===== src/hdl/abp_pkg.sv =====
// Shared types and constants for the alpha blend pixel core.
`timescale 1ns / 1ps
`default_nettype none

package abp_pkg;

  // Destination pixel formats
  typedef enum logic {
    FMT_XRGB8888 = 1'b0,
    FMT_RGB565   = 1'b1
  } dest_fmt_e;

  // Alpha codes with special handling
  localparam logic [7:0] ALPHA_CLEAR  = 8'h00;
  localparam logic [7:0] ALPHA_OPAQUE = 8'hff;

  // Rounding bias of the channel blend
  localparam logic signed [17:0] BLEND_ROUND = 18'sh00080;

  // One input item
  typedef struct packed {
    logic [7:0]  fg_alpha;
    logic [7:0]  fg_red;
    logic [7:0]  fg_green;
    logic [7:0]  fg_blue;
    logic [31:0] dest_pixel;
  } px_item_t;

  // One result item
  typedef struct packed {
    logic [31:0] new_pixel;
    logic        write_enable;
  } px_result_t;

endpackage

`default_nettype wire


===== src/hdl/abp_chan.sv =====
// One 8-bit channel blend: d + round((a * (s - d)) / 255), wrapped to 8 bits.
`timescale 1ns / 1ps
`default_nettype none

module abp_chan (
  input  wire logic [7:0] alpha_i,
  input  wire logic [7:0] src_i,
  input  wire logic [7:0] dst_i,
  output logic      [7:0] blend_o
);

  logic signed [8:0]  diff;
  logic signed [17:0] alpha_x;
  logic signed [17:0] diff_x;
  logic signed [17:0] prod;
  logic signed [17:0] sum;
  logic signed [17:0] quot;

  // Signed difference times alpha; |prod| <= 65025 fits in 18 bits
  assign diff    = $signed({1'b0, src_i}) - $signed({1'b0, dst_i});
  assign alpha_x = $signed({10'b0, alpha_i});
  assign diff_x  = {{9{diff[8]}}, diff};
  assign prod    = alpha_x * diff_x;

  // t + (t >>> 8) + 0x80, then arithmetic shift by 8
  assign sum  = prod + (prod >>> 8) + abp_pkg::BLEND_ROUND;
  assign quot = sum >>> 8;

  // Only the low byte of the quotient matters after wrapping
  assign blend_o = dst_i + quot[7:0];

endmodule

`default_nettype wire


===== src/hdl/abp_datapath.sv =====
// Format unpack, three channel blends, alpha special cases and repack.
`timescale 1ns / 1ps
`default_nettype none

module abp_datapath (
  input  wire abp_pkg::px_item_t  item_i,
  input  wire abp_pkg::dest_fmt_e fmt_i,
  output abp_pkg::px_result_t     result_o
);

  logic [7:0]  lo, hi;
  logic [7:0]  dst_r, dst_g, dst_b;
  logic [7:0]  bl_r, bl_g, bl_b;
  logic [7:0]  fin_r, fin_g, fin_b;
  logic        is_clear, is_opaque;
  logic [15:0] packed565;

  assign lo = item_i.dest_pixel[7:0];
  assign hi = item_i.dest_pixel[15:8];

  assign is_clear  = (item_i.fg_alpha == abp_pkg::ALPHA_CLEAR);
  assign is_opaque = (item_i.fg_alpha == abp_pkg::ALPHA_OPAQUE);

  // Destination channels; RGB565 expands with zero low bits
  always_comb begin
    case (fmt_i)
      abp_pkg::FMT_RGB565: begin
        dst_r = {hi[7:3], 3'b000};
        dst_g = {hi[2:0], lo[7:5], 2'b00};
        dst_b = {lo[4:0], 3'b000};
      end
      default: begin
        dst_b = item_i.dest_pixel[7:0];
        dst_g = item_i.dest_pixel[15:8];
        dst_r = item_i.dest_pixel[23:16];
      end
    endcase
  end

  abp_chan u_chan_r (
    .alpha_i (item_i.fg_alpha),
    .src_i   (item_i.fg_red),
    .dst_i   (dst_r),
    .blend_o (bl_r)
  );

  abp_chan u_chan_g (
    .alpha_i (item_i.fg_alpha),
    .src_i   (item_i.fg_green),
    .dst_i   (dst_g),
    .blend_o (bl_g)
  );

  abp_chan u_chan_b (
    .alpha_i (item_i.fg_alpha),
    .src_i   (item_i.fg_blue),
    .dst_i   (dst_b),
    .blend_o (bl_b)
  );

  // Opaque source copies straight through
  assign fin_r = is_opaque ? item_i.fg_red   : bl_r;
  assign fin_g = is_opaque ? item_i.fg_green : bl_g;
  assign fin_b = is_opaque ? item_i.fg_blue  : bl_b;

  // RGB565 repack: high byte {r[7:3], g[7:5]}, low byte {g[4:2], b[7:3]}
  assign packed565 = {fin_r[7:3], fin_g[7:5], fin_g[4:2], fin_b[7:3]};

  // Final pixel and write flag
  always_comb begin
    result_o.write_enable = !is_clear;
    case (fmt_i)
      abp_pkg::FMT_RGB565: begin
        if (is_clear) begin
          result_o.new_pixel = {16'h0000, item_i.dest_pixel[15:0]};
        end else begin
          result_o.new_pixel = {16'h0000, packed565};
        end
      end
      default: begin
        if (is_clear) begin
          result_o.new_pixel = item_i.dest_pixel;
        end else begin
          result_o.new_pixel = {8'h00, fin_r, fin_g, fin_b};
        end
      end
    endcase
  end

endmodule

`default_nettype wire


===== src/hdl/alpha_blend_pixel_core.sv =====
// Top level of the alpha blend pixel core: registers, handshake and format register.
`timescale 1ns / 1ps
`default_nettype none

// Blends an 8-bit ARGB source pixel over a destination pixel held either as a
// 32-bit word (blue, green, red, pad byte from bit 0 up) or as a 16-bit RGB565
// word in the low half. One item is accepted per clock while the output does
// not stall; each item is captured in the input register, passes the blend
// logic (three 8x9 multiplies in parallel) and lands in the result register,
// which drives out_valid_o. An output stall holds both registers; otherwise
// throughput is one pixel per clock. Alpha 0 returns the destination with
// write_enable low; in RGB565 mode bits 31..16 of the result are always zero.
// The format register is written through the cfg channel, which is always
// ready, and must only change while the core is empty.

module alpha_blend_pixel_core (
  input  wire logic        clk_i,
  input  wire logic        rst_ni,

  input  wire logic        cfg_valid_i,
  output logic             cfg_ready_o,
  input  wire logic        cfg_dest_format_i,

  input  wire logic        in_valid_i,
  output logic             in_ready_o,
  input  wire logic [7:0]  fg_alpha_i,
  input  wire logic [7:0]  fg_red_i,
  input  wire logic [7:0]  fg_green_i,
  input  wire logic [7:0]  fg_blue_i,
  input  wire logic [31:0] dest_pixel_i,

  output logic             out_valid_o,
  input  wire logic        out_ready_i,
  output logic [31:0]      new_pixel_o,
  output logic             write_enable_o
);

  abp_pkg::dest_fmt_e  fmt_q;
  abp_pkg::px_item_t   item_q;
  abp_pkg::px_result_t res_q;
  abp_pkg::px_result_t dp_res;
  logic                s1_valid_q;
  logic                out_valid_q;
  logic                s1_adv;
  logic                in_fire;

  // Format register
  assign cfg_ready_o = 1'b1;

  always_ff @(posedge clk_i or negedge rst_ni) begin
    if (!rst_ni) begin
      fmt_q <= abp_pkg::FMT_XRGB8888;
    end else if (cfg_valid_i) begin
      fmt_q <= abp_pkg::dest_fmt_e'(cfg_dest_format_i);
    end
  end

  // Pipeline flow: stage 1 moves on when the result register is free or draining
  assign s1_adv     = !out_valid_q || out_ready_i;
  assign in_ready_o = !s1_valid_q || s1_adv;
  assign in_fire    = in_valid_i && in_ready_o;

  always_ff @(posedge clk_i or negedge rst_ni) begin
    if (!rst_ni) begin
      s1_valid_q  <= 1'b0;
      out_valid_q <= 1'b0;
    end else begin
      if (in_fire) begin
        s1_valid_q <= 1'b1;
      end else if (s1_adv) begin
        s1_valid_q <= 1'b0;
      end
      if (s1_adv) begin
        out_valid_q <= s1_valid_q;
      end
    end
  end

  // Input item register
  always_ff @(posedge clk_i) begin
    if (in_fire) begin
      item_q.fg_alpha   <= fg_alpha_i;
      item_q.fg_red     <= fg_red_i;
      item_q.fg_green   <= fg_green_i;
      item_q.fg_blue    <= fg_blue_i;
      item_q.dest_pixel <= dest_pixel_i;
    end
  end

  abp_datapath u_datapath (
    .item_i   (item_q),
    .fmt_i    (fmt_q),
    .result_o (dp_res)
  );

  // Result register
  always_ff @(posedge clk_i) begin
    if (s1_adv && s1_valid_q) begin
      res_q <= dp_res;
    end
  end

  assign out_valid_o    = out_valid_q;
  assign new_pixel_o    = res_q.new_pixel;
  assign write_enable_o = res_q.write_enable;

  // A transparent item reaches the output with the write flag low
  a_clear_no_write: assert property (@(posedge clk_i) disable iff (!rst_ni)
    s1_valid_q && s1_adv && (item_q.fg_alpha == abp_pkg::ALPHA_CLEAR)
    |=> out_valid_q && !res_q.write_enable)
    else $error("transparent item produced a write");

  // RGB565 results never carry an upper half
  a_565_upper_zero: assert property (@(posedge clk_i) disable iff (!rst_ni)
    s1_valid_q && (fmt_q == abp_pkg::FMT_RGB565) |-> (dp_res.new_pixel[31:16] == 16'h0000))
    else $error("RGB565 result has nonzero upper half");

  // Opaque source in 32-bit mode is copied with a cleared pad byte
  a_opaque_copy: assert property (@(posedge clk_i) disable iff (!rst_ni)
    s1_valid_q && (fmt_q == abp_pkg::FMT_XRGB8888) &&
    (item_q.fg_alpha == abp_pkg::ALPHA_OPAQUE)
    |-> (dp_res.new_pixel == {8'h00, item_q.fg_red, item_q.fg_green, item_q.fg_blue}))
    else $error("opaque copy mismatch");

  // A blocked stage-1 item is kept, not dropped
  a_s1_hold: assert property (@(posedge clk_i) disable iff (!rst_ni)
    s1_valid_q && !s1_adv |=> s1_valid_q && $stable(item_q))
    else $error("stalled item lost in stage 1");

endmodule

`default_nettype wire

===== config.mk =====
export PLATFORM = sky130hd
export DESIGN_NAME = alpha_blend_pixel_core
export DESIGN_NICKNAME = d
export VERILOG_FILES = /design/src/hdl/abp_pkg.sv /design/src/hdl/abp_chan.sv /design/src/hdl/abp_datapath.sv /design/src/hdl/alpha_blend_pixel_core.sv
export SDC_FILE = /design/constraint.sdc
export NUM_CORES = 1
export LEC_CHECK = 0
export ABC_AREA = 0
export BUFFER_PORTS_ARGS = -buffer_cell sky130_fd_sc_hd__buf_2
export CAP_MARGIN = 20
export CORE_UTILIZATION = 49
export DETAILED_ROUTE_END_ITERATION = 7
export PLACE_DENSITY = 0.67
export SYNTH_ARGS = -nofsm -noshare
export SYNTH_HDL_FRONTEND = slang
export SYNTH_HIERARCHICAL = 1
export SYNTH_SLANG_ARGS = --single-unit
export TNS_END_PERCENT = 10

===== constraint.sdc =====
create_clock -name clk_i -period 13.1 [get_ports clk_i]
set_clock_uncertainty 0.2 [all_clocks]
set_input_delay 0 -clock clk_i [delete_from_list [all_inputs] [get_ports clk_i]]
set_output_delay 0 -clock clk_i [all_outputs]
set_load 0.01 [all_outputs]

Word-level counts from Yosys, hierarchy flattened
Index checks and enable logic that the tools add are counted.
{"block": "word_totals", "in_bits": 70, "ff_bits": 100, "wordCells": 46, "output_inout_bits": 36}
{"block": "classes", "multipliers": 3, "muxes": 11, "n_addsub": 12, "reduce_logical": 9, "eq_ne": 1}
{"operator": "32-bit two-way mux", "n": 2}
{"operator": "9-bit by 9-bit multiplier with 18-bit output", "n": 3}
{"operator": "16-bit by 10-bit adder with 16-bit output", "n": 3}
{"operator": "16-bit by 9-bit adder with 16-bit output (second input constant)", "n": 3}
{"operator": "8-bit two-way mux", "n": 6}
{"operator": "8-bit by 8-bit subtractor with 9-bit output", "n": 3}
{"operator": "8-bit adder", "n": 3}
{"operator": "16-bit two-way mux", "n": 1}
{"operator": "8-bit == test (second input constant)", "n": 1}
{"operator": "8-bit logical NOT", "n": 1}
{"operator": "1-bit logical NOT", "n": 3}
{"operator": "1-bit logical AND", "n": 2}
{"operator": "1-bit logical OR", "n": 2}
{"operator": "1-bit two-way mux", "n": 2}
{"operator": "2-bit nonzero test", "n": 1}

Depth between registers and ports, before layout
{"block": "logic_depth", "word_depth": 9, "ltp_mapped": 51}

Cells and area by module
Netlist, hierarchy kept.
{"mod": "abp_chan (u_datapath.u_chan_g)", "n_inst": 1, "area_each_um2": 3872.5, "seq_area_each_um2": 0.0, "cells_per_inst": 446}
{"mod": "abp_chan (u_datapath.u_chan_b)", "n_inst": 1, "area_each_um2": 3822.4, "seq_area_each_um2": 0.0, "cells_per_inst": 447}
{"mod": "abp_chan (u_datapath.u_chan_r)", "n_inst": 1, "area_each_um2": 3773.6, "seq_area_each_um2": 0.0, "cells_per_inst": 440}
{"mod": "alpha_blend_pixel_core", "n_inst": 1, "area_each_um2": 3064.2, "seq_area_each_um2": 2987.9, "cells_per_inst": 109}
{"mod": "abp_datapath", "n_inst": 1, "area_each_um2": 1208.7, "seq_area_each_um2": 0.0, "cells_per_inst": 152}

Worst setup path after synthesis
OpenSTA, ideal clock, no wires.
{"block": "synth_timing", "path_type": "flip-flop to flip-flop", "startpoint": "reg fmt_q", "endpoint": "reg res_q, in the netlist new_pixel_o[10], data pin", "period_less_slack_ns": 10.958, "setup_slack_ns": 2.142, "t_required_ns": 12.640, "setup_time_ns": 0.260, "stages_incl_launch_ff": 49, "arrival_ns": 10.498, "cell_sequence": "dfrtp_1 -> buf_2 -> buf_2 -> buf_2 -> mux2_2 -> inv_1 -> ha_1 -> o21ai_1 -> a21boi_1 -> o21a_1 -> nor2_1 -> o21ai_1 -> a21oi_4 -> mux2_2 -> fa_1 -> fa_1 -> inv_1 -> fa_1 -> (+13 left out) -> ha_1 -> a21o_1 -> a211oi_2 -> o31ai_2 -> a21o_1 -> a21o_4 -> xor2_1 -> ha_1 -> a21o_1 -> a21oi_1 -> nor2b_1 -> o21a_1 -> o41ai_1 -> xnor3_1 -> xnor3_1 -> mux2i_1 -> mux2i_1 -> mux2_2"}
{"item": "start, declared", "line_no": "alpha_blend_pixel_core.sv:38", "source": "abp_pkg::dest_fmt_e fmt_q;"}
{"item": "start signal, assigned", "line_no": "alpha_blend_pixel_core.sv:52", "source": "fmt_q <= abp_pkg::FMT_XRGB8888;"}
{"item": "start signal, assigned", "line_no": "alpha_blend_pixel_core.sv:54", "source": "fmt_q <= abp_pkg::dest_fmt_e'(cfg_dest_format_i);"}
{"item": "end signal, assigned", "line_no": "alpha_blend_pixel_core.sv:99", "source": "res_q <= dp_res;"}
{"item": "end, declared", "line_no": "alpha_blend_pixel_core.sv:40", "source": "abp_pkg::px_result_t res_q;"}

==> summary.md <==
| Metric | Value |
|---|---|
| Clock root buffer | clkbuf_16 |
| Worst-Skew Late Latency | 0.35 ns |
| Fmax | 82.41 MHz |
| Rows | 65 |
| WP buf/inv | 6 |
| HPWL reported at the end of detailed placement | 29.56 mm |
| Fin Hold WS | 0.1451 ns |
| Core footprint | 31560 sq um |
| Crit. End Element | flip-flop |
| Nets@finish | 2241 |
| Initial antenna violation count | 0 |
| Netlist cell types | 82 |
| Num CTS Buffers | 9 |
| Total congestion overflow | 0 |
| Post-cts sizing count | 0 |
| Largest net degree at the start of global routing | 65 |
| Ys flop type | edfxtp_1 |
| Max-slew violation count | 0 |
| Number of synthesized flops with an enable pin | 97 |
| RD Place Congestion | 0.9014 |
| Vias per std cell | 5.407 |
| H-tree levels | 3 |
| Vias post-DR | 11750 |
| Slowest CP cell | dfrtp_2 |
| Mapped Nets | 2069 |
| DRC violations left | 0 |
| Max transition margin | 0.3049 |
| Finished Cell Area | 17700 sq um |
| Setup TNS | 0 ns |
| Clk buf depth | 2 |
| FFs w/ async S/R, synth | 0.03000 |
| Clock sink count | 100 |
| # setup viols final | 0 |
| Netlist Area Pre-Place | 15740 sq um |
| Setup CP Type | flip-flop to flip-flop |
| Ys Warns | 6 |
| Unrepaired setup endpoints after global routing | no |
| Crit-path max FO | 18 |
| CP arrival | 12.04 ns |
| Initial drt markers | 565 |
| PortBufs | 104 |
| N_diodes | 0 |
| Total track usage | 0.2361 |
| Area after DPL | 16700 sq um |
| Worst Setup Start Kind | flip-flop |
| Slowest stage delay, CP | 0.56 ns |
| Initial Util | 0.4989 |
| Antenna viol nets, final | 0 |
| Avg Cell Area, Syn | 9.875 sq um |
| Fin crit share | 0.9263 |
| Postcts setup bufs | 0 |
| Cells after Synth | 1594 |
| Number of fill cells | 2774 |
| Total of max-cap violations | 0 |
| Die Wd | 181.2 um |
| Final min period | 12.13 ns |
| Status | finished clean |
| Fin. Hold Viols | 0 |
| Drt pass-1 iters | 5 |
| Die ar. | 32850 sq um |
| Worst Path Required | 13.01 ns |
| Post-Route WL | 37.79 mm |
| Vias in the first global route | 12156 |
| Delay-heaviest family, CP | adder cells |
| Sequential share of the synthesized area | 0.1898 |
| I/O pin count | 106 |
| CTS tree | yes |
| Worst Hold Class | primary input to flip-flop |
| Share of cells above drive strength 1 | 0.1220 |
| CTS clk-pin slew, worst paths | 0.08 ns |
| Area growth syn-to-layout | 12.42% |
| DR WL/cell | 17.39 um |
| Chip height | 181.2 um |
| First-pass GRT wire length | 61.75 mm |
| Tightest Pin Transition | 1.035 ns |
| Yosys reg bits | 100 |
what timing repair did:
action                                  4_1_cts  5_1_grt
endpoints found under the setup margin        0        0
hold buffers                                 71        0
endpoints found under the hold margin        70        0
layer usage:
layer / global-route usage / wire (um) / vias up
li1: - / - / 5685
met1: 0.2989 / 16520 / 5712
met2: 0.4237 / 18970 / 284
met3: 0.01915 / 1305 / 69
met4: 0.07695 / 992 / 0
met5: 0 / 0 / -
synthesized netlist by cell type, types with 6 or more instances:
library cell | number | area, sq um
nand2b_1 | 67 | 419.2
buf_6 | 6 | 67.56
buf_2 | 7 | 35.03
nand3_1 | 15 | 75.07
xor2_1 | 26 | 227.7
mux2_2 | 25 | 281.5
o221ai_1 | 10 | 87.58
nor2b_1 | 34 | 212.7
ha_1 | 270 | 3378
clkbuf_1 | 15 | 56.30
a21oi_1 | 39 | 195.2
a21boi_0 | 7 | 52.55
or2_2 | 9 | 56.30
inv_1 | 230 | 863.3
fa_1 | 135 | 2703
nor2_1 | 90 | 337.8
nand2_1 | 77 | 289.0
o21ai_0 | 32 | 160.2
a211oi_1 | 6 | 45.04
nor3_1 | 8 | 40.04
nor3b_1 | 8 | 60.06
xnor2_1 | 67 | 586.8
mux2i_1 | 44 | 440.4
and3_1 | 14 | 87.58
o21ai_1 | 10 | 50.05
and2_1 | 100 | 625.6
a21o_1 | 38 | 285.3
o21a_1 | 12 | 90.09
a21oi_2 | 8 | 70.07
edfxtp_1 | 97 | 2913
through the flow:
stage	util	worst slack [ns]	cells
5_1_grt	0.5608	0.3544	2173
3_5_place_dp	0.5292	1.109	2086
3_3_place_gp	0.5292	1.143	2086
2_1_floorplan	-	2.142	1594
4_1_cts	0.5608	1.042	2173
6_report	0.5608	0.9652	2173
flip-flops by register name, indices dropped and copies added, names as in the netlist:
register	count
fmt_q	1
s1_valid_q	1
new_pixel_o	32
out_valid_o	1
item_q	64
write_enable_o	1
placed cells by master, fill, tap and decap left out, drive strengths merged, types with 6 or more instances in the layout:
| master | Yosys | routed |
|---|---|---|
| ha | 270 | 270 |
| inv | 231 | 233 |
| fa | 135 | 135 |
| buf | 16 | 121 |
| and2 | 105 | 105 |
| edfxtp | 97 | 97 |
| nor2 | 94 | 94 |
| nand2 | 78 | 78 |
| dlygate4sd3 | 0 | 71 |
| nand2b | 67 | 67 |
| xnor2 | 67 | 67 |
| a21oi | 48 | 48 |
| mux2i | 44 | 44 |
| o21ai | 44 | 44 |
| a21o | 40 | 40 |
| nor2b | 34 | 34 |
| xor2 | 27 | 27 |
| mux2 | 27 | 27 |
| nand3 | 16 | 16 |
| and3 | 14 | 14 |
| o21a | 12 | 12 |
| a21boi | 12 | 12 |
| o221ai | 10 | 10 |
| clkbuf | 15 | 9 |
| or2 | 9 | 9 |
| nor3b | 9 | 9 |
| a211oi | 9 | 9 |
| nor3 | 8 | 8 |
| o21bai | 6 | 6 |
kinds of logic (layout without fill, tap and decap cells):
| group | count (synthesis) | after routing | synth area share |
|---|---|---|---|
| AND/OR/NAND/NOR | 451 | 451 | 0.1571 |
| flip-flops | 100 | 100 | 0.1898 |
| buffers and inverters | 262 | 439 | 0.06756 |
| AO/OA/AOI/OAI | 207 | 207 | 0.09340 |
| adder cells (fa/ha/maj) | 405 | 405 | 0.3863 |
| other | 1 | 1 | 0.0002382 |
| multiplexers | 71 | 71 | 0.04777 |
| XOR/XNOR | 97 | 97 | 0.05779 |
worst reg2reg max path, delay by kind of cell, from the launching register on:
family                     cells  cell delay (ns)
buffers and inverters          6             0.58
DFF                            1             0.56
and+or+nand+nor                2             0.25
adders and majority gates     10             4.01
AOI/OAI and AO/OA             18             3.87
xor gates and xnor gates       4             1.07
muxes                          5             1.35
worst paths after layout:
kind	start	endpoint	slack [ns]	cells after the start
min in group asynchronous	rst_ni	fmt_q	0.36	3
setup reg to reg	fmt_q	new_pixel_o[10]	0.97	45
setup / recovery	fmt_q	new_pixel_o[10]	0.97	45
hold reg to reg	item_q[30]	new_pixel_o[30]	0.35	1
hold / removal	fg_green_i[0]	item_q[40]	0.15	2
max in group asynchronous	rst_ni	fmt_q	12.15	3
cell type report:
type | instances | area (sq um) | share of cell area
flip-flops and latches | 100 | 2989 | 0.1689
well taps | 402 | 503.0 | 0.02842
clock inverters | 7 | 61.31 | 0.003464
inverters | 231 | 869.6 | 0.04914
multi-input cells | 1232 | 11690 | 0.6606
repair buffers | 192 | 1359 | 0.07678
clock buffers | 9 | 225.2 | 0.01273
Power is not shown: default switching activity piles up to over one toggle a cycle in this logic, so the estimate is an artifact.
